**config.mk**
```make
export PLATFORM = sky130hd
export DESIGN_NAME = ec_host_transaction_sequencer_unit_flat
export DESIGN_NICKNAME = d
export VERILOG_FILES = /design/src/design/ec_hts_pkg.sv /design/src/design/ec_hts_req_if.sv /design/src/design/ec_hts_rsp_if.sv /design/src/design/ec_hts_step.sv /design/src/design/ec_hts_rsp_buf.sv /design/src/design/ec_host_transaction_sequencer_unit.sv /design/src/flat_wrapper.sv
export SDC_FILE = /design/constraint.sdc
export NUM_CORES = 1
export LEC_CHECK = 0
export ABC_AREA = 1
export BUFFER_PORTS_ARGS = -buffer_cell sky130_fd_sc_hd__buf_2
export CORE_ASPECT_RATIO = 1.1
export CORE_MARGIN = 5
export CORE_UTILIZATION = 51
export DETAILED_ROUTE_END_ITERATION = 8
export PLACE_DENSITY = 0.71
export SLEW_MARGIN = 20
export SYNTH_ARGS = -nofsm -noshare
export SYNTH_HDL_FRONTEND = slang
export SYNTH_SLANG_ARGS = --single-unit
```
**constraint.sdc**
```tcl
create_clock -name i_clk -period 6.2 [get_ports i_clk]
set_clock_uncertainty 0.1 [all_clocks]
set_input_delay 0.93 -clock i_clk [delete_from_list [all_inputs] [get_ports i_clk]]
set_output_delay 0.93 -clock i_clk [all_outputs]
set_load 0.01 [all_outputs]
```
**src/design/ec_hts_pkg.sv**
```systemverilog
// ec_hts_pkg: types, codes and result builders for the EC host transaction sequencer.
// Depends on nothing; every other file of the block imports it.
package ec_hts_pkg;

    // Field widths
    localparam int KIND_W  = 3;
    localparam int ADDR_W  = 16;
    localparam int WIDTH_W = 7;
    localparam int DATA_W  = 64;
    localparam int BYTE_W  = 8;
    localparam int PORT_W  = 16;
    localparam int OP_W    = 2;
    localparam int RC_W    = 2;

    // Up to three results per input transaction
    localparam int RES_MAX = 3;
    localparam int CNT_W   = 2;

    // Input kinds
    localparam logic [KIND_W-1:0] KIND_READ   = 3'd0;
    localparam logic [KIND_W-1:0] KIND_WRITE  = 3'd1;
    localparam logic [KIND_W-1:0] KIND_STATUS = 3'd2;
    localparam logic [KIND_W-1:0] KIND_DATA   = 3'd3;
    localparam logic [KIND_W-1:0] KIND_GPE    = 3'd4;

    // Bus operations
    localparam logic [OP_W-1:0] BUS_NONE  = 2'd0;
    localparam logic [OP_W-1:0] BUS_WRITE = 2'd1;
    localparam logic [OP_W-1:0] BUS_READ  = 2'd2;

    // Result codes
    localparam logic [RC_W-1:0] RC_OK        = 2'd0;
    localparam logic [RC_W-1:0] RC_BAD_PARAM = 2'd1;
    localparam logic [RC_W-1:0] RC_NOT_FOUND = 2'd2;

    // EC commands and limits
    localparam logic [BYTE_W-1:0] CMD_READ  = 8'h80;
    localparam logic [BYTE_W-1:0] CMD_WRITE = 8'h81;
    localparam logic [BYTE_W-1:0] CMD_QUERY = 8'h84;
    localparam logic [ADDR_W-1:0] ADDR_MAX  = 16'h00FF;
    localparam logic [3:0]        MAX_BYTES = 4'd8;

    // EC status register bits
    localparam int ST_OBF_BIT = 0;
    localparam int ST_IBF_BIT = 1;
    localparam int ST_SCI_BIT = 5;

    // Configuration register indexes
    localparam logic CFG_DATA_PORT    = 1'b0;
    localparam logic CFG_COMMAND_PORT = 1'b1;

    typedef enum logic [2:0] {
        PH_IDLE     = 3'd0,
        PH_CMD_IBF  = 3'd1,
        PH_WR_IBF   = 3'd2,
        PH_RD_OBF   = 3'd3,
        PH_RD_DATA  = 3'd4,
        PH_GPE_STAT = 3'd5,
        PH_GPE_OBF  = 3'd6,
        PH_GPE_DATA = 3'd7
    } t_phase;

    typedef struct packed {
        logic [KIND_W-1:0]  kind;
        logic [ADDR_W-1:0]  address;
        logic [WIDTH_W-1:0] width_bits;
        logic [DATA_W-1:0]  write_value;
        logic [BYTE_W-1:0]  port_byte;
    } t_item;

    typedef struct packed {
        logic [OP_W-1:0]   bus_op;
        logic [PORT_W-1:0] port_address;
        logic [BYTE_W-1:0] write_byte;
        logic              done_res;
        logic [RC_W-1:0]   result_code;
        logic [DATA_W-1:0] read_value;
        logic              query_valid;
        logic [BYTE_W-1:0] query_code;
        logic              last;
    } t_result;

    typedef struct packed {
        t_phase            phase;
        logic              is_write_op;
        logic [7:0]        current_address;
        logic [3:0]        bytes_remaining;
        logic [2:0]        byte_position;
        logic [DATA_W-1:0] pending_write_data;
        logic [DATA_W-1:0] read_accumulator;
    } t_state;

    // Load request from the step logic into the result buffer
    typedef struct packed {
        logic             load;
        logic [CNT_W-1:0] count;
    } t_load;

    function automatic t_result f_port_write(input logic [PORT_W-1:0] port,
                                             input logic [BYTE_W-1:0] b);
        t_result r;
        r              = '0;
        r.bus_op       = BUS_WRITE;
        r.port_address = port;
        r.write_byte   = b;
        return r;
    endfunction

    function automatic t_result f_port_read(input logic [PORT_W-1:0] port);
        t_result r;
        r              = '0;
        r.bus_op       = BUS_READ;
        r.port_address = port;
        return r;
    endfunction

    function automatic t_result f_finish(input logic [RC_W-1:0]   rc,
                                         input logic [DATA_W-1:0] rv,
                                         input logic              qv,
                                         input logic [BYTE_W-1:0] qc);
        t_result r;
        r             = '0;
        r.done_res    = 1'b1;
        r.result_code = rc;
        r.read_value  = rv;
        r.query_valid = qv;
        r.query_code  = qc;
        return r;
    endfunction

endpackage

```
**src/design/ec_hts_req_if.sv**
```systemverilog
// ec_hts_req_if: valid/ready channel carrying one request or port-response transaction.
// Depends on ec_hts_pkg for field widths.
interface ec_hts_req_if;
    import ec_hts_pkg::*;

    logic                valid;
    logic                ready;
    logic [KIND_W-1:0]   kind;
    logic [ADDR_W-1:0]   address;
    logic [WIDTH_W-1:0]  width_bits;
    logic [DATA_W-1:0]   write_value;
    logic [BYTE_W-1:0]   port_byte;

    modport source (output valid, kind, address, width_bits, write_value, port_byte,
                    input ready);
    modport sink   (input valid, kind, address, width_bits, write_value, port_byte,
                    output ready);
endinterface

```
**src/design/ec_hts_rsp_if.sv**
```systemverilog
// ec_hts_rsp_if: valid/ready channel carrying one result transaction.
// Depends on ec_hts_pkg for field widths.
interface ec_hts_rsp_if;
    import ec_hts_pkg::*;

    logic                valid;
    logic                ready;
    logic [OP_W-1:0]     bus_op;
    logic [PORT_W-1:0]   port_address;
    logic [BYTE_W-1:0]   write_byte;
    logic                done_res;
    logic [RC_W-1:0]     result_code;
    logic [DATA_W-1:0]   read_value;
    logic                query_valid;
    logic [BYTE_W-1:0]   query_code;
    logic                last;

    modport source (output valid, bus_op, port_address, write_byte, done_res, result_code,
                    read_value, query_valid, query_code, last,
                    input ready);
    modport sink   (input valid, bus_op, port_address, write_byte, done_res, result_code,
                    read_value, query_valid, query_code, last,
                    output ready);
endinterface

```
**src/design/ec_hts_step.sv**
```systemverilog
// ec_hts_step: one step of the EC host protocol sequencer, purely combinational.
// Depends on ec_hts_pkg; maps current state and one input transaction to results.
module ec_hts_step (
    input  ec_hts_pkg::t_state                        i_state,
    input  ec_hts_pkg::t_item                         i_item,
    input  logic [ec_hts_pkg::PORT_W-1:0]             i_data_port,
    input  logic [ec_hts_pkg::PORT_W-1:0]             i_command_port,
    output ec_hts_pkg::t_state                        o_state,
    output ec_hts_pkg::t_result [ec_hts_pkg::RES_MAX-1:0] o_res,
    output logic [ec_hts_pkg::CNT_W-1:0]              o_count
);
    import ec_hts_pkg::*;

    logic [3:0]        bytes_raw;
    logic [3:0]        bytes_req;
    logic [3:0]        adv_rem;
    logic              adv_done;
    logic [BYTE_W-1:0] start_cmd;
    logic [BYTE_W-1:0] wr_byte;
    logic [DATA_W-1:0] acc_new;
    logic              st_obf;
    logic              st_ibf;
    logic              st_sci;
    t_state            nxt;
    t_result [RES_MAX-1:0] res;
    logic [CNT_W-1:0]  cnt;

    // Decoded helpers
    always_comb begin
        bytes_raw = i_item.width_bits[WIDTH_W-1:3];
        bytes_req = (bytes_raw > MAX_BYTES) ? MAX_BYTES : bytes_raw;
        adv_rem   = (i_state.bytes_remaining != 4'd0) ? i_state.bytes_remaining - 4'd1 : 4'd0;
        adv_done  = (adv_rem == 4'd0);
        start_cmd = i_state.is_write_op ? CMD_WRITE : CMD_READ;
        wr_byte   = BYTE_W'(i_state.pending_write_data >> {i_state.byte_position, 3'b000});
        acc_new   = i_state.read_accumulator
                  | (DATA_W'(i_item.port_byte) << {i_state.byte_position, 3'b000});
        st_obf    = i_item.port_byte[ST_OBF_BIT];
        st_ibf    = i_item.port_byte[ST_IBF_BIT];
        st_sci    = i_item.port_byte[ST_SCI_BIT];
    end

    // Protocol step
    always_comb begin
        nxt = i_state;
        res = '0;
        cnt = '0;
        case (i_state.phase)
            PH_IDLE: begin
                if (i_item.kind == KIND_READ || i_item.kind == KIND_WRITE) begin
                    cnt = 2'd1;
                    if (i_item.address > ADDR_MAX) begin
                        res[0] = f_finish(RC_BAD_PARAM, '0, 1'b0, '0);
                    end else if (bytes_req == 4'd0) begin
                        res[0] = f_finish(RC_OK, '0, 1'b0, '0);
                    end else if (i_data_port == '0) begin
                        res[0] = f_finish(RC_NOT_FOUND, '0, 1'b0, '0);
                    end else begin
                        nxt.is_write_op        = (i_item.kind == KIND_WRITE);
                        nxt.current_address    = i_item.address[7:0];
                        nxt.bytes_remaining    = bytes_req;
                        nxt.byte_position      = '0;
                        nxt.pending_write_data = i_item.write_value;
                        nxt.read_accumulator   = '0;
                        nxt.phase              = PH_CMD_IBF;
                        res[0] = f_port_write(i_command_port,
                            (i_item.kind == KIND_WRITE) ? CMD_WRITE : CMD_READ);
                        res[1] = f_port_read(i_command_port);
                        cnt    = 2'd2;
                    end
                end else if (i_item.kind == KIND_GPE) begin
                    res[0]    = f_port_read(i_command_port);
                    cnt       = 2'd1;
                    nxt.phase = PH_GPE_STAT;
                end
            end
            PH_CMD_IBF: begin
                if (i_item.kind == KIND_STATUS) begin
                    if (st_ibf) begin
                        res[0] = f_port_read(i_command_port);
                        cnt    = 2'd1;
                    end else begin
                        res[0]    = f_port_write(i_data_port, i_state.current_address);
                        res[1]    = f_port_read(i_command_port);
                        cnt       = 2'd2;
                        nxt.phase = i_state.is_write_op ? PH_WR_IBF : PH_RD_OBF;
                    end
                end
            end
            PH_WR_IBF: begin
                if (i_item.kind == KIND_STATUS) begin
                    if (st_ibf) begin
                        res[0] = f_port_read(i_command_port);
                        cnt    = 2'd1;
                    end else begin
                        res[0] = f_port_write(i_data_port, wr_byte);
                        nxt.current_address = i_state.current_address + 8'd1;
                        nxt.byte_position   = i_state.byte_position + 3'd1;
                        nxt.bytes_remaining = adv_rem;
                        if (adv_done) begin
                            res[1] = f_finish(RC_OK,
                                i_state.is_write_op ? '0 : i_state.read_accumulator,
                                1'b0, '0);
                            cnt       = 2'd2;
                            nxt.phase = PH_IDLE;
                        end else begin
                            res[1]    = f_port_write(i_command_port, start_cmd);
                            res[2]    = f_port_read(i_command_port);
                            cnt       = 2'd3;
                            nxt.phase = PH_CMD_IBF;
                        end
                    end
                end
            end
            PH_RD_OBF: begin
                if (i_item.kind == KIND_STATUS) begin
                    res[0] = f_port_read(st_obf ? i_data_port : i_command_port);
                    cnt    = 2'd1;
                    if (st_obf) begin
                        nxt.phase = PH_RD_DATA;
                    end
                end
            end
            PH_RD_DATA: begin
                if (i_item.kind == KIND_DATA) begin
                    nxt.read_accumulator = acc_new;
                    nxt.current_address  = i_state.current_address + 8'd1;
                    nxt.byte_position    = i_state.byte_position + 3'd1;
                    nxt.bytes_remaining  = adv_rem;
                    if (adv_done) begin
                        res[0] = f_finish(RC_OK, i_state.is_write_op ? '0 : acc_new,
                                          1'b0, '0);
                        cnt       = 2'd1;
                        nxt.phase = PH_IDLE;
                    end else begin
                        res[0]    = f_port_write(i_command_port, start_cmd);
                        res[1]    = f_port_read(i_command_port);
                        cnt       = 2'd2;
                        nxt.phase = PH_CMD_IBF;
                    end
                end
            end
            PH_GPE_STAT: begin
                if (i_item.kind == KIND_STATUS) begin
                    if (st_sci) begin
                        res[0]    = f_port_write(i_command_port, CMD_QUERY);
                        res[1]    = f_port_read(i_command_port);
                        cnt       = 2'd2;
                        nxt.phase = PH_GPE_OBF;
                    end else begin
                        res[0]    = f_finish(RC_OK, '0, 1'b0, '0);
                        cnt       = 2'd1;
                        nxt.phase = PH_IDLE;
                    end
                end
            end
            PH_GPE_OBF: begin
                if (i_item.kind == KIND_STATUS) begin
                    res[0] = f_port_read(st_obf ? i_data_port : i_command_port);
                    cnt    = 2'd1;
                    if (st_obf) begin
                        nxt.phase = PH_GPE_DATA;
                    end
                end
            end
            PH_GPE_DATA: begin
                if (i_item.kind == KIND_DATA) begin
                    res[0]    = f_finish(RC_OK, '0, 1'b1, i_item.port_byte);
                    cnt       = 2'd1;
                    nxt.phase = PH_IDLE;
                end
            end
            default: begin
                nxt.phase = PH_IDLE;
            end
        endcase

        // Mark the final result of this transaction
        for (int i = 0; i < RES_MAX; i++) begin
            res[i].last = (CNT_W'(i + 1) == cnt);
        end
    end

    assign o_state = nxt;
    assign o_res   = res;
    assign o_count = cnt;

endmodule

```
**src/design/ec_hts_rsp_buf.sv**
```systemverilog
// ec_hts_rsp_buf: result register bank that holds up to three results and drains them in order.
// Depends on ec_hts_pkg and ec_hts_rsp_if.
module ec_hts_rsp_buf (
    input  logic                                         i_clk,
    input  logic                                         i_rst_n,
    input  ec_hts_pkg::t_load                            i_load,
    input  ec_hts_pkg::t_result [ec_hts_pkg::RES_MAX-1:0] i_res,
    output logic                                         o_free,
    ec_hts_rsp_if.source                                 o_rsp
);
    import ec_hts_pkg::*;

    logic [CNT_W-1:0]      r_left;
    logic [CNT_W-1:0]      n_left;
    logic [CNT_W-1:0]      r_idx;
    logic [CNT_W-1:0]      n_idx;
    t_result [RES_MAX-1:0] r_ent;
    t_result               cur;
    logic                  pop;

    // Handshake and free-slot status
    assign pop    = o_rsp.valid && o_rsp.ready;
    assign o_free = (r_left == '0) || (r_left == 2'd1 && pop);

    // Remaining count and read pointer
    always_comb begin
        n_left = r_left;
        n_idx  = r_idx;
        if (i_load.load) begin
            n_left = i_load.count;
            n_idx  = '0;
        end else if (pop) begin
            n_left = r_left - 2'd1;
            n_idx  = r_idx + 2'd1;
        end
    end

    always_ff @(posedge i_clk) begin
        if (!i_rst_n) begin
            r_left <= '0;
            r_idx  <= '0;
        end else begin
            r_left <= n_left;
            r_idx  <= n_idx;
        end
    end

    // Result payload registers
    always_ff @(posedge i_clk) begin
        if (i_load.load) begin
            r_ent <= i_res;
        end
    end

    // Drive the output channel from the current entry
    always_comb begin
        cur = r_ent[0];
        case (r_idx)
            2'd0:    cur = r_ent[0];
            2'd1:    cur = r_ent[1];
            2'd2:    cur = r_ent[2];
            default: cur = r_ent[0];
        endcase
    end

    assign o_rsp.valid        = (r_left != '0);
    assign o_rsp.bus_op       = cur.bus_op;
    assign o_rsp.port_address = cur.port_address;
    assign o_rsp.write_byte   = cur.write_byte;
    assign o_rsp.done_res     = cur.done_res;
    assign o_rsp.result_code  = cur.result_code;
    assign o_rsp.read_value   = cur.read_value;
    assign o_rsp.query_valid  = cur.query_valid;
    assign o_rsp.query_code   = cur.query_code;
    assign o_rsp.last         = cur.last;

endmodule

```
**src/design/ec_host_transaction_sequencer_unit.sv**
```systemverilog
// ec_host_transaction_sequencer_unit: top level of the EC host transaction sequencer.
// Depends on ec_hts_pkg, ec_hts_req_if, ec_hts_rsp_if, ec_hts_step and ec_hts_rsp_buf.
//
//  channel   direction  carries
//  i_req     in         requests, GPE events, returned status and data bytes
//  o_rsp     out        port operations and done results, 0 to 3 per input transaction
//  i_cfg_*   in         write-only data_port / command_port registers
//
// An input transaction is registered, stepped through the protocol state machine and its
// results loaded into the result registers once they are free; one result leaves per
// cycle while o_rsp.ready is high. Sustained rate: one input per cycle while each yields
// at most one result and o_rsp does not stall; an input that yields more results holds
// the next one until its last result leaves, set by the single output channel.
// Reset is synchronous and active low; it clears state, configuration and both valid flags.
// Output stalls back up through the result registers into the input register and i_req.ready.
module ec_host_transaction_sequencer_unit (
    input  logic                          i_clk,
    input  logic                          i_rst_n,
    input  logic                          i_cfg_we,
    input  logic                          i_cfg_index,
    input  logic [ec_hts_pkg::PORT_W-1:0] i_cfg_wdata,
    ec_hts_req_if.sink                    i_req,
    ec_hts_rsp_if.source                  o_rsp
);
    import ec_hts_pkg::*;

    logic [PORT_W-1:0]     r_data_port;
    logic [PORT_W-1:0]     r_command_port;
    logic                  r_in_valid;
    t_item                 r_item;
    t_state                r_state;
    t_state                n_state;
    t_result [RES_MAX-1:0] step_res;
    logic [CNT_W-1:0]      step_cnt;
    logic                  buf_free;
    logic                  consume;
    t_load                 load;

    // Configuration registers
    always_ff @(posedge i_clk) begin
        if (!i_rst_n) begin
            r_data_port    <= '0;
            r_command_port <= '0;
        end else if (i_cfg_we) begin
            case (i_cfg_index)
                CFG_DATA_PORT:    r_data_port    <= i_cfg_wdata;
                CFG_COMMAND_PORT: r_command_port <= i_cfg_wdata;
                default:          r_data_port    <= r_data_port;
            endcase
        end
    end

    // Input register: refills in the cycle it is consumed
    assign consume     = r_in_valid && buf_free;
    assign i_req.ready = !r_in_valid || consume;

    always_ff @(posedge i_clk) begin
        if (!i_rst_n) begin
            r_in_valid <= 1'b0;
        end else if (i_req.ready) begin
            r_in_valid <= i_req.valid;
        end
    end

    always_ff @(posedge i_clk) begin
        if (i_req.valid && i_req.ready) begin
            r_item.kind        <= i_req.kind;
            r_item.address     <= i_req.address;
            r_item.width_bits  <= i_req.width_bits;
            r_item.write_value <= i_req.write_value;
            r_item.port_byte   <= i_req.port_byte;
        end
    end

    // Protocol state advances once per consumed transaction
    always_ff @(posedge i_clk) begin
        if (!i_rst_n) begin
            r_state <= '{phase: PH_IDLE, default: '0};
        end else if (consume) begin
            r_state <= n_state;
        end
    end

    ec_hts_step u_step (
        .i_state        (r_state),
        .i_item         (r_item),
        .i_data_port    (r_data_port),
        .i_command_port (r_command_port),
        .o_state        (n_state),
        .o_res          (step_res),
        .o_count        (step_cnt)
    );

    assign load.load  = consume;
    assign load.count = step_cnt;

    ec_hts_rsp_buf u_rsp_buf (
        .i_clk   (i_clk),
        .i_rst_n (i_rst_n),
        .i_load  (load),
        .i_res   (step_res),
        .o_free  (buf_free),
        .o_rsp   (o_rsp)
    );

`ifndef SYNTHESIS
    // Results of one transaction leave back to back until the one marked last
    a_burst_contiguous: assert property (@(posedge i_clk) disable iff (!i_rst_n)
        o_rsp.valid && o_rsp.ready && !o_rsp.last |=> o_rsp.valid)
        else $error("result burst broken before last");

    // A query byte only appears on the closing result
    a_query_on_done: assert property (@(posedge i_clk) disable iff (!i_rst_n)
        o_rsp.valid && o_rsp.query_valid |-> o_rsp.done_res && o_rsp.last)
        else $error("query byte outside a done result");

    // A result without a bus operation is always a done result
    a_none_is_done: assert property (@(posedge i_clk) disable iff (!i_rst_n)
        o_rsp.valid && o_rsp.bus_op == BUS_NONE |-> o_rsp.done_res)
        else $error("empty result not marked done");

    // The protocol is back in idle after a transaction whose first result is done is loaded
    a_done_idle: assert property (@(posedge i_clk) disable iff (!i_rst_n)
        consume && step_cnt != '0 && step_res[0].done_res |=> r_state.phase == PH_IDLE)
        else $error("done result left the sequencer busy");
`endif

endmodule

```
**src/flat_wrapper.sv**
```systemverilog
// flat-port wrapper written by rule: the top's interface ports become plain ports
module ec_host_transaction_sequencer_unit_flat import ec_hts_pkg::*;
  (i_clk, i_rst_n, i_cfg_we, i_cfg_index, i_cfg_wdata, i_req_valid, i_req_kind, i_req_address, i_req_width_bits, i_req_write_value, i_req_port_byte, i_req_ready, o_rsp_valid, o_rsp_bus_op, o_rsp_port_address, o_rsp_write_byte, o_rsp_done_res, o_rsp_result_code, o_rsp_read_value, o_rsp_query_valid, o_rsp_query_code, o_rsp_last, o_rsp_ready);
  ec_hts_req_if i_req_i ();
  ec_hts_rsp_if o_rsp_i ();
  input  logic i_clk;
  input  logic i_rst_n;
  input  logic i_cfg_we;
  input  logic i_cfg_index;
  input  logic [ec_hts_pkg::PORT_W-1:0] i_cfg_wdata;
  input wire logic [$bits(i_req_i.valid)-1:0] i_req_valid;
  input wire logic [$bits(i_req_i.kind)-1:0] i_req_kind;
  input wire logic [$bits(i_req_i.address)-1:0] i_req_address;
  input wire logic [$bits(i_req_i.width_bits)-1:0] i_req_width_bits;
  input wire logic [$bits(i_req_i.write_value)-1:0] i_req_write_value;
  input wire logic [$bits(i_req_i.port_byte)-1:0] i_req_port_byte;
  output wire logic [$bits(i_req_i.ready)-1:0] i_req_ready;
  output wire logic [$bits(o_rsp_i.valid)-1:0] o_rsp_valid;
  output wire logic [$bits(o_rsp_i.bus_op)-1:0] o_rsp_bus_op;
  output wire logic [$bits(o_rsp_i.port_address)-1:0] o_rsp_port_address;
  output wire logic [$bits(o_rsp_i.write_byte)-1:0] o_rsp_write_byte;
  output wire logic [$bits(o_rsp_i.done_res)-1:0] o_rsp_done_res;
  output wire logic [$bits(o_rsp_i.result_code)-1:0] o_rsp_result_code;
  output wire logic [$bits(o_rsp_i.read_value)-1:0] o_rsp_read_value;
  output wire logic [$bits(o_rsp_i.query_valid)-1:0] o_rsp_query_valid;
  output wire logic [$bits(o_rsp_i.query_code)-1:0] o_rsp_query_code;
  output wire logic [$bits(o_rsp_i.last)-1:0] o_rsp_last;
  input wire logic [$bits(o_rsp_i.ready)-1:0] o_rsp_ready;
  assign i_req_i.valid = i_req_valid;
  assign i_req_i.kind = i_req_kind;
  assign i_req_i.address = i_req_address;
  assign i_req_i.width_bits = i_req_width_bits;
  assign i_req_i.write_value = i_req_write_value;
  assign i_req_i.port_byte = i_req_port_byte;
  assign i_req_ready = i_req_i.ready;
  assign o_rsp_valid = o_rsp_i.valid;
  assign o_rsp_bus_op = o_rsp_i.bus_op;
  assign o_rsp_port_address = o_rsp_i.port_address;
  assign o_rsp_write_byte = o_rsp_i.write_byte;
  assign o_rsp_done_res = o_rsp_i.done_res;
  assign o_rsp_result_code = o_rsp_i.result_code;
  assign o_rsp_read_value = o_rsp_i.read_value;
  assign o_rsp_query_valid = o_rsp_i.query_valid;
  assign o_rsp_query_code = o_rsp_i.query_code;
  assign o_rsp_last = o_rsp_i.last;
  assign o_rsp_i.ready = o_rsp_ready;
  ec_host_transaction_sequencer_unit u_core (.i_clk(i_clk), .i_rst_n(i_rst_n), .i_cfg_we(i_cfg_we), .i_cfg_index(i_cfg_index), .i_cfg_wdata(i_cfg_wdata), .i_req(i_req_i), .o_rsp(o_rsp_i));
endmodule
```
# After elaboration in Yosys (flattened, before gate mapping)
# Cells that the tools add are included.
word_totals:
  out_inout_bits: 105
  input_bits: 120
  ff_bits: 591
  word_cells: 205
classes:
  magnitude_cmp: 2
  n_eq_ne: 36
  n_shift: 2
  reduce_logical: 28
  muxes: 80
  bitwise: 8
  addsub: 5
ops:
  columns: ["op", "n"]
  rows:
  - ["103-bit 2-to-1 mux", 12]
  - ["206-bit 2-to-1 mux", 4]
  - ["103-bit one-hot mux with 7 select lines", 1]
  - ["102-bit 2-to-1 mux", 7]
  - ["103-bit one-hot mux with 5 select lines", 1]
  - ["147-bit 2-to-1 mux", 3]
  - ["103-bit one-hot mux with 2 select lines", 1]
  - ["64-bit 2-to-1 mux", 3]
  - ["143-bit 2-to-1 mux", 1]
  - ["64-bit one-hot mux with 2 select lines", 1]
  - ["77-bit 2-to-1 mux", 1]
  - ["64-bit OR", 1]
  - ["8-bit by 6-bit left shift with 64-bit output", 1]
  - ["64-bit by 6-bit >> shifter with 8-bit output", 1]
  - ["15-bit 2-to-1 mux", 3]
  - ["15-bit one-hot mux with 3 select lines", 1]
  - ["3-bit 2-to-1 mux", 14]
  - ["2-bit 2-to-1 mux", 14]
  - ["2-bit inequality test (second input constant)", 13]
  - ["3-bit one-hot mux with 8 select lines", 1]
  - ["16-bit by 8-bit > comparator with 1-bit output (second input constant)", 1]
  - ["16-bit zero test", 1]
  - ["16-bit 2-to-1 mux", 1]
  - ["16-bit AND reduction", 1]
  - ["34 further kinds", 73]

# Logic depth before layout (Yosys ltp)
# Gate-level depths: netlist of the first run.
logic_depth:
  depth_word: 8
  ltp_mapped: 12

# Hierarchy
# From an unflattened synthesis of the first run, not the netlist that was laid out.
unflattened:
  hier_cells: 3229
  area_unflattened_um2: 27893.0
by_module_without_submodules:
  columns: ["module", "cells_each", "n_inst", "area_each_um2"]
  rows:
  - ["ec_hts_rsp_buf", 805, 1, 11618.6]
  - ["ec_host_transaction_sequencer_unit", 919, 1, 9273.9]
  - ["ec_hts_step", 1505, 1, 7000.5]

# Least setup slack after synthesis of the first run
# No wires, ideal clock.
synth_path:
  path_kind: "input to register"
  startpoint: "in o_rsp_ready"
  endpoint: "reg u_core.r_state[24] (netlist name)"
  path_stages: 10
  setup_time_ps: 116
  path_buffers: 1
  setup_slack_ps: 1728
  t_required_ps: 5984
  arrival_time_ps: 4256
  path_cell_list: "nand2_1 -> nand2_1 -> nand2_1 -> inv_2 -> nand2_4 -> inv_2 -> nand3_4 -> buf_2 -> a21oi_1 -> nor2_1"
synth_between:
  elab_chain_len: 5
synth_rtl:
  columns: ["element", "line", "source"]
  rows:
  - ["from (decl)", "flat_wrapper.sv:28", "input wire logic [$bits(o_rsp_i.ready)-1:0] o_rsp_ready;"]
  - ["1-bit logical AND", "ec_hts_rsp_buf.sv:22", "assign pop = o_rsp.valid && o_rsp.ready;"]
  - ["1-bit logical AND", "ec_hts_rsp_buf.sv:23", "assign o_free = (r_left == '0) || (r_left == 2'd1 && pop);"]
  - ["1-bit logical OR", "ec_hts_rsp_buf.sv:23", null]
  - ["1-bit logical AND", "ec_host_transaction_sequencer_unit.sv:54", "assign consume = r_in_valid && buf_free;"]
  - ["via u_core.consume", "ec_host_transaction_sequencer_unit.sv:36", "logic consume;"]
  - ["7-bit AND reduction (no source line)", null, null]
  - ["to (signal assigned)", "ec_host_transaction_sequencer_unit.sv:80", "r_state <= n_state;"]
  - ["to (decl)", "ec_host_transaction_sequencer_unit.sv:31", "t_state r_state;"]
# The timed path passes the listed nets, and every way through them passes these cells.
# A chain may end at the register's enable or synchronous reset.

# Worst setup path in the final report of the first run
layout_path:
  startpoint: "reg u_core.u_rsp_buf.r_idx[0]"
  endpoint: "out o_rsp_read_value[43]"
layout_between:
  elab_chain_len: 2
layout_rtl:
  columns: ["element", "line", "source"]
  rows:
  - ["from (decl)", "ec_hts_rsp_buf.sv:15", "logic [CNT_W-1:0] r_idx;"]
  - ["from (signal assigned)", "ec_hts_rsp_buf.sv:44", "r_idx <= n_idx;"]
  - ["2-bit == test or 2-bit by 1-bit == test with 1-bit output (tied branches)", "ec_hts_rsp_buf.sv:58", "case (r_idx)"]
  - ["103-bit one-hot mux with 2 select lines (*)", "ec_hts_rsp_buf.sv:58", null]
  - ["to (decl)", "flat_wrapper.sv:24", "output wire logic [$bits(o_rsp_i.read_value)-1:0] o_rsp_read_value;"]
# Mark *: on every way between the ends. The rest lies on a longest branch, timed or not.

==> qor.yml, run 1 <==
outcome: "finished clean"
ys_types: 41
clk_path_buf_depth: 3
path_clk_slew_ns: 0.07
num-nets-final: 2625
postSynthCellCount: 2356
final_cells: 3098
ys_warn_count: 0
dp_cells: 3009
synth_nets: 2482
drv_slew: 0
die_h_um: 223
grt_use_total_pct: 23.8
coreArea_um2: 41100
seqCellArea_um2: 12700
drcViolationCount: 0
drive_gt1_share_pct: 14.8
synth_top_area_share_pct: 42.8
arrival_ns: 3.08
multi_input_area_um2: 7040
ys_seq_area_share_pct: 60.3
layout_min_cycle_time_ns: 4.11
slew-limit-headroom_pct: 24.5
ys_seq_elements: 485
worstSetupPathType: "reg -> out"
drt_iter0_drc: 1617
ys.flop_type: "edfxtp_1"
viasPerCell: 5.50
hpwl_mm: 34.2
cts-root-buf: "clkbuf_16"
slowest_delay_ns: 0.67
final-hold-violation-count: 0
place_congestion: 0.885
placed_area_um2: 22400
n_antenna_cell: 0
yosysTopAreaCell: "edfxtp_1"
async_reset_ff_share_pct: 0
p_leak_nw: 9.15
grt_first_pass_wirelength_mm: 87.3
crit_fanout: 47
fmax_mhz: 244
fin_area_um2: 24000
fin_crit_sh_pct: 66.2
final_common_cell: "nand2_1"
crit_slowest_cell: "inv_2"
min_path_type: "reg -> reg"
numClockSinks: 485
numCtsBuffers: 48
overflow: 0
routed_wl_mm: 55.7
grt_max_degree: 94
whs_ns: 0.362
rsz0062_at_grt: "false"
setup_violations: 0
io_buffer_count: 221
grt_pass1_vias: 16400
ant_nets: 0
insertion_delay_ns: 0.58
num_vias: 17000
worst_slew_pin_slew_ns: 1.13
start_util_pct: 51.3
rows: 78
htreeDepth: 2
synth_edf_count: 301
hold_buffers: 0
tns_ns: 0
area_growth_pct: 13.7
final_cell_mix: "nand2_1 (513), nor2_1 (329), edfxtp_1 (301)"
required_ns: 5.17
cts_resized: 0
nFillCells: 3529
synthTopCellsByArea: "edfxtp_1 (43%), dfxtp_1 (17%), nand2_1 (9.2%), nor2_1 (5.9%), nand3_1 (4.7%)"
routedWlPerCell_um: 18.0
dieArea_um2: 45500
post_cts_buffers: 0
cts_tree: "built"
crit_path_end_kind: "output port"
path_cells: "inv_1 > ha_4 > inv_2 > buf_4 > nand3_1 > nand2_1 > buf_2"
avgSynthCellArea_um2: 8.95
dr.pass1.iters: 7
die_w_um: 204
maxCapViolations: 0
start_kind: "flop"
antenna_found_initial: 1
syn_area_um2: 21100
peakVddDrop_v: 0.000261
power_density_nw_per_um2: 359
ioPinCount: 225
-- area by class of cell --
class                      count  share of cell area (%)
sequential                   485                    53.1
multi-input combinational   1539                    29.4
clock buffer                  69                    5.72
timing repair buffer         242                    5.27
tap                          560                    2.92
inverter                     183                    2.89
clock inverter                20                   0.767
-- sequential cells by signal (all words and copies together), names as in the netlist --
name,flops
u_core.u_rsp_buf.r_left,2
u_core.u_rsp_buf.r_idx,2
u_core.r_in_valid,1
u_core.r_command_port,16
u_core.r_item,95
u_core.u_rsp_buf.r_ent,206
u_core.r_state,147
u_core.r_data_port,16
-- where the power goes --
| part | switching, mW | leakage [nW] | internal, mW | total, mW |
|---|---|---|---|---|
| combinational | 1.24 | 3.99 | 0.446 | 1.68 |
| clock | 1.19 | 0.774 | 1.67 | 2.86 |
| sequential | 0.142 | 4.39 | 3.92 | 4.06 |
-- worst paths after layout --
check,end,start,slack [ns],depth (start not counted)
hold / removal,u_core.r_state[117],u_core.r_state[117],0.36,2
setup reg to reg,u_core.r_state[52],u_core.u_rsp_buf.r_left[0],2.67,11
hold reg to reg,u_core.r_state[117],u_core.r_state[117],0.36,2
setup / recovery,o_rsp_read_value[43],u_core.u_rsp_buf.r_idx[0],2.09,7
-- routing by layer --
layer	GRT usage (%)	vias to the layer above	wire length [um]
li1	-	8143	-
met1	31.2	8029	22600
met2	40.2	719	27000
met3	3.30	132	4100
met4	9.08	2	1940
met5	0	-	13
-- critical path, delay by kind of cell, from the launching register on --
kind	cells	cell delay (ns)
fa+ha+maj	1	0.35
flops	1	0.38
buf+inv	4	1.44
simple gates	2	0.30
-- cells in the mapped netlist, types with 7 or more instances --
| cell type | n |
|---|---|
| nor2_1 | 330 |
| clkbuf_1 | 89 |
| o211ai_1 | 10 |
| o21ai_0 | 173 |
| nand4_1 | 29 |
| o21ai_1 | 14 |
| nor2_4 | 7 |
| inv_1 | 165 |
| a21oi_1 | 189 |
| nand3_1 | 198 |
| nor3_1 | 8 |
| nor3b_2 | 10 |
| edfxtp_1 | 301 |
| dfxtp_1 | 184 |
| buf_1 | 17 |
| buf_2 | 24 |
| nand2_2 | 8 |
| inv_2 | 17 |
| buf_4 | 17 |
| nand2_1 | 515 |
-- logic make-up after synthesis --
group / synth area share [%]
buf+inv: 6.42
simple gates: 22.8
xor+xnor: 0.0830
fa+ha+maj: 0.356
compound gates: 10.0
flops: 60.3
-- metrics by stage --
stage / worst slack (ns) / util (%) / power (mW)
2_1_floorplan: 1.73 / - / 5.11
3_3_place_gp: 2.27 / 54.6 / 5.79
4_1_cts: 2.10 / 58.4 / 8.67
3_5_place_dp: 2.18 / 54.6 / 5.83
6_report: 2.09 / 58.4 / 8.60
5_1_grt: 1.95 / 58.4 / 8.98
(Power assumes the default switching activity.)
==> run 2: changes to the inputs <==
clock period = 4 ns   (was 6.2 ns; I/O delays follow)
==> qor.yml, run 2 (synthesis results as in run 1) <==
outcome: "finished clean"  # unchanged
place_congestion: 0.875  # was 0.885
total_power_mw: 13.7  # was 8.60 mW
arrival_ns: 2.79  # was 3.08 ns
largest_reg_flops: 206  # unchanged
die_h_um: 223  # unchanged
final_common_cell: "nand2_1"  # unchanged
whs_ns: 0.0908  # was 0.362 ns
die_w_um: 204  # unchanged
rsz0062_at_grt: "false"  # unchanged
reg_top3: "u_core.u_rsp_buf.r_ent (206), u_core.r_state (147), u_core.r_item (95)"  # unchanged
r2r-start: "u_core.r_item[95]"  # was u_core.u_rsp_buf.r_left[0]
min-delay-start: "i_req_port_byte[0]"  # was u_core.r_state[117]
final_cell_mix: "nand2_1 (512), nor2_1 (330), edfxtp_1 (301)"  # was nand2_1 (513), nor2_1 (329), edfxtp_1 (301)
required_ns: 3.30  # was 5.17 ns
cts_tree: "built"  # unchanged
drcViolationCount: 0  # unchanged
worstSetupPathType: "reg -> out"  # unchanged
fin_crit_sh_pct: 87.3
dr.pass1.iters: 6  # was 7
grt_max_degree: 211  # was 94
coreArea_um2: 41100  # unchanged
power_density_nw_per_um2: 566  # was 359 nW/um2
htreeDepth: 2  # unchanged
drive_gt1_share_pct: 15.0  # was 14.8%
fmax_mhz: 286
worst_slew_pin_slew_ns: 1.10  # was 1.13 ns
final-hold-violation-count: 0  # unchanged
io_buffer_count: 221  # unchanged
dp_cells: 3011  # was 3009
reg2regPathDepth: 6  # was 11
ant_nets: 0  # unchanged
cts_resized: 0  # unchanged
numClockSinks: 485  # unchanged
viasPerCell: 5.46  # was 5.50
layout_min_cycle_time_ns: 3.49
num_vias: 16900  # was 17000
hpwl_mm: 34.4  # was 34.2 mm
crit_fanout: 61  # was 47
crit_path_end_kind: "output port"  # unchanged
r2r_slack_ns: 1.22  # was 2.67 ns
num-nets-final: 2629  # was 2625
insertion_delay_ns: 0.58  # about the same
maxCapViolations: 0  # unchanged
min_path_type: "in -> reg"  # was reg -> reg
slew-limit-headroom_pct: 26.5  # was 24.5%
fin_ws_ns: 0.506  # was 2.09 ns
p_leak_nw: 9.24  # was 9.15 nW
dieArea_um2: 45500  # unchanged
r2r_end: "u_core.u_rsp_buf.r_ent[93]"  # was u_core.r_state[52]
hold_buffers: 0  # unchanged
routed_wl_mm: 55.8  # was 55.7 mm
fin_util_pct: 58.9  # was 58.4%
grt_use_total_pct: 23.5  # was 23.8%
tns_ns: 0  # unchanged
fin_area_um2: 24200  # was 24000 um2
numCtsBuffers: 49  # was 48
final_cells: 3104  # was 3098
drv_slew: 0  # unchanged
hold_end: "u_core.r_item[0]"  # was u_core.r_state[117]
clk_path_buf_depth: 3  # unchanged
grt_first_pass_wirelength_mm: 86.2  # was 87.3 mm
antenna_found_initial: 2  # was 1
drt_iter0_drc: 1762  # was 1617
placed_area_um2: 22500  # was 22400 um2
start_kind: "flop"  # unchanged
ioPinCount: 225  # unchanged
largest_register: "u_core.u_rsp_buf.r_ent"  # unchanged
peakVddDrop_v: 0.000389  # was 0.000261 V
start_util_pct: 51.3  # unchanged
setup_violations: 0  # unchanged
post_cts_buffers: 0  # unchanged
grt_pass1_vias: 15900  # was 16400
area_growth_pct: 14.7  # was 13.7%
whs_path_depth: 1  # was 2
path_clk_slew_ns: 0.06  # was 0.07 ns
routedWlPerCell_um: 18.0  # about the same
overflow: 0  # unchanged
pre_cts_ws_ns: 1.06  # was 2.18 ns
rows: 78  # unchanged
cts-root-buf: "clkbuf_16"  # unchanged
[run 2: area by class of cell]
cell class / instances / area, um2
Inverter: 183 / 697
Tap cell: 560 / 701
Clock buffer: 63 / 1320
Clock inverter: 28 / 347
Antenna cell: 1 / 2.50
Fill cell: 3507 / 16900
Sequential cell: 485 / 12700
Timing Repair Buffer: 245 / 1360
Multi-Input combinational cell: 1539 / 7040
[run 2: where the power goes]
| group | internal [mW] | switching, mW | leakage (nW) |
|---|---|---|---|
| Combinational | 0.738 | 1.90 | 4.03 |
| Sequential | 6.07 | 0.226 | 4.39 |
| Clock | 2.85 | 1.91 | 0.821 |
| Total | 9.66 | 4.04 | 9.24 |
[run 2: critical path, stage by stage, from the launching register on]
cell,delay (ns)
dfxtp_1,0.37
inv_1,0.09
ha_4,0.62
buf_4,0.69
nand2_1,0.12
nand2_1,0.16
buf_2,0.15
[run 2: layer usage]
metal  up-vias  part of all wire, %  wire [um]  GRT usage (%)
li1       8167                    -          -              -
met1      7962                   41      23000           31.8
met2       703                   48      26800           39.0
met3       103                  7.8       4350           3.58
met4         2                  2.9       1630           7.94
met5         -                0.020         11              0
[run 2: worst max-delay path by stage]
stage / start / end / slack [ns] / cells after the start
after floorplan: o_rsp_ready / u_core.r_item[0] / 0.71 / 4
after global placement: u_core.u_rsp_buf.r_idx[0] / o_rsp_read_value[43] / 1.10 / 6
after detailed placement: u_core.u_rsp_buf.r_idx[0] / o_rsp_read_value[43] / 1.06 / 6
after CTS: u_core.u_rsp_buf.r_idx[0] / o_rsp_read_value[20] / 0.42 / 6
after global routing: u_core.u_rsp_buf.r_idx[0] / o_rsp_read_value[20] / 0.29 / 6
final: u_core.u_rsp_buf.r_idx[0] / o_rsp_read_value[10] / 0.51 / 6
==> run 3: changes to the inputs <==
MAX_ROUTING_LAYER = met4   (was default)
==> qor.yml, run 3 (synthesis results as in run 1) <==
dieArea_um2: 45500  # unchanged
setup_violations: 0  # unchanged
cts_tree: "built"  # unchanged
drt_iter0_drc: 1607  # was 1762
power_density_nw_per_um2: 556  # was 566 nW/um2
viasPerCell: 5.51  # was 5.46
htreeDepth: 2  # unchanged
cp_common_cell: "nand2_1"  # unchanged
total_power_mw: 13.4  # was 13.7 mW
routedWlPerCell_um: 18.2  # was 18.0 um
largest_register: "u_core.u_rsp_buf.r_ent"  # unchanged
rsz0062_at_grt: "false"  # unchanged
worstSetupPathType: "reg -> out"  # unchanged
post_cts_buffers: 0  # unchanged
final-hold-violation-count: 0  # unchanged
arrival_ns: 2.88  # was 2.79 ns
clk_path_buf_depth: 3  # unchanged
die_h_um: 223  # unchanged
drive_gt1_share_pct: 15.1  # was 15.0%
dp_cells: 3011  # unchanged
hpwl_mm: 34.9  # was 34.4 mm
die_w_um: 204  # unchanged
io_buffer_count: 221  # unchanged
ioPinCount: 225  # unchanged
antenna_found_initial: 1  # was 2
start_kind: "flop"  # unchanged
grt_first_pass_wirelength_mm: 88.2  # was 86.2 mm
path_cells: "inv_1 > ha_4 > buf_4 > nand2_1 > nand2_1 > buf_2"  # unchanged
place_congestion: 0.883  # was 0.875
numCtsBuffers: 49  # unchanged
nFillCells: 3537  # was 3507
final_cell_mix: "nand2_1 (512), nor2_1 (330), edfxtp_1 (301)"  # unchanged
crit_fanout: 61  # unchanged
p_leak_nw: 9.19  # was 9.24 nW
start_util_pct: 51.3  # unchanged
power_frac_seq_pct: 47.0  # was 46.0%
maxCapViolations: 0  # unchanged
worst_slew_pin_slew_ns: 1.07  # was 1.10 ns
slowest_delay_ns: 0.69  # about the same
insertion_delay_ns: 0.60  # was 0.58 ns
peakVddDrop_v: 0.000513  # was 0.000389 V
required_ns: 3.30  # about the same
cts-root-buf: "clkbuf_16"  # unchanged
slew-limit-headroom_pct: 28.4  # was 26.5%
tns_ns: 0  # unchanged
p_int_mw: 9.34  # was 9.66 mW
min_path_type: "in -> reg"  # unchanged
coreArea_um2: 41100  # unchanged
crit_slowest_cell: "buf_4"  # unchanged
fmax_mhz: 280  # was 286 MHz
drv_slew: 0  # unchanged
dr.pass1.iters: 5  # was 6
combPwrFrac_pct: 19.9  # was 19.3%
final_common_cell: "nand2_1"  # unchanged
grt_pass1_vias: 16300  # was 15900
routed_wl_mm: 56.6  # was 55.8 mm
pwr-share-clk_pct: 33.1  # was 34.8%
reg_top3: "u_core.u_rsp_buf.r_ent (206), u_core.r_state (147), u_core.r_item (95)"  # unchanged
grt_use_total_pct: 24.8  # was 23.5%
numClockSinks: 485  # unchanged
path_clk_slew_ns: 0.06  # about the same
rows: 78  # unchanged
hold_buffers: 0  # unchanged
fin_crit_sh_pct: 89.4  # was 87.3%
area_growth_pct: 14.2  # was 14.7%
seqCellArea_um2: 12700  # unchanged
largest_reg_flops: 206  # unchanged
overflow: 0  # unchanged
multi_input_area_um2: 7040  # unchanged
layout_min_cycle_time_ns: 3.58  # was 3.49 ns
cts_resized: 0  # unchanged
outcome: "finished clean"  # unchanged
drcViolationCount: 0  # unchanged
num_vias: 17100  # was 16900
p_sw_mw: 4.06  # was 4.04 mW
p_sw_share_pct: 30.3  # was 29.5%
final_cells: 3105  # was 3104
ant_nets: 0  # unchanged
grt_max_degree: 211  # unchanged
num-nets-final: 2629  # unchanged
fin_util_pct: 58.7  # was 58.9%
crit_path_end_kind: "output port"  # unchanged
==> run 3: final cells by class <==
cell class,count,share of cell area [%]
Antenna cell,2,0.0208
Clock inverter,21,0.633
Tap cell,560,2.91
Timing Repair Buffer,245,5.68
Clock buffer,70,5.84
Sequential cell,485,52.8
Multi-Input combinational cell,1539,29.2
Inverter,183,2.89
==> run 3: worst max-delay path, delay by kind of cell (launching register included) <==
family | cells | cell delay (ns)
flip-flops | 1 | 0.37
AND/OR/NAND/NOR | 2 | 0.26
buffers and inverters | 3 | 0.93
adder cells (fa/ha/maj) | 1 | 0.65
==> run 3: path summary, 6_finish.rpt <==
path | start | to | slack [ns] | cells after the start
worst max-delay path | u_core.u_rsp_buf.r_idx[0] | o_rsp_read_value[20] | 0.42 | 6
worst min-delay path | i_req_write_value[24] | u_core.r_item[32] | 0.09 | 1
worst max register to register | u_core.r_state[128] | u_core.u_rsp_buf.r_ent[84] | 1.15 | 6
worst min register to register | u_core.r_state[110] | u_core.r_state[110] | 0.36 | 2
==> run 3: metrics by stage <==
step	hold WS [ns]	worst slack, ns	area (um2)
4_1_cts	0.0577	0.399	24100
3_5_place_dp	0.352	1.03	22500
3_3_place_gp	0.350	1.06	22500
2_1_floorplan	0.340	0.714	21100
6_report	0.0906	0.422	24100
5_1_grt	0.0712	0.238	24100
==> run 3: metal layers <==
layer / GRT usage (%) / wire length (um)
met5: - / 0
met4: 8.68 / 1700
met3: 3.61 / 4210
met2: 39.7 / 27200
met1: 32.8 / 23500
==> run 3: power by group through the flow <==
stage / logic (mW) / clock network [mW] / registers [mW]
2_1_floorplan: 1.54 / 0 / 6.35
3_3_place_gp: 2.63 / 0 / 6.39
3_5_place_dp: 2.67 / 0 / 6.41
4_1_cts: 2.67 / 4.51 / 6.31
5_1_grt: 2.91 / 4.72 / 6.35
6_report: 2.67 / 4.44 / 6.30
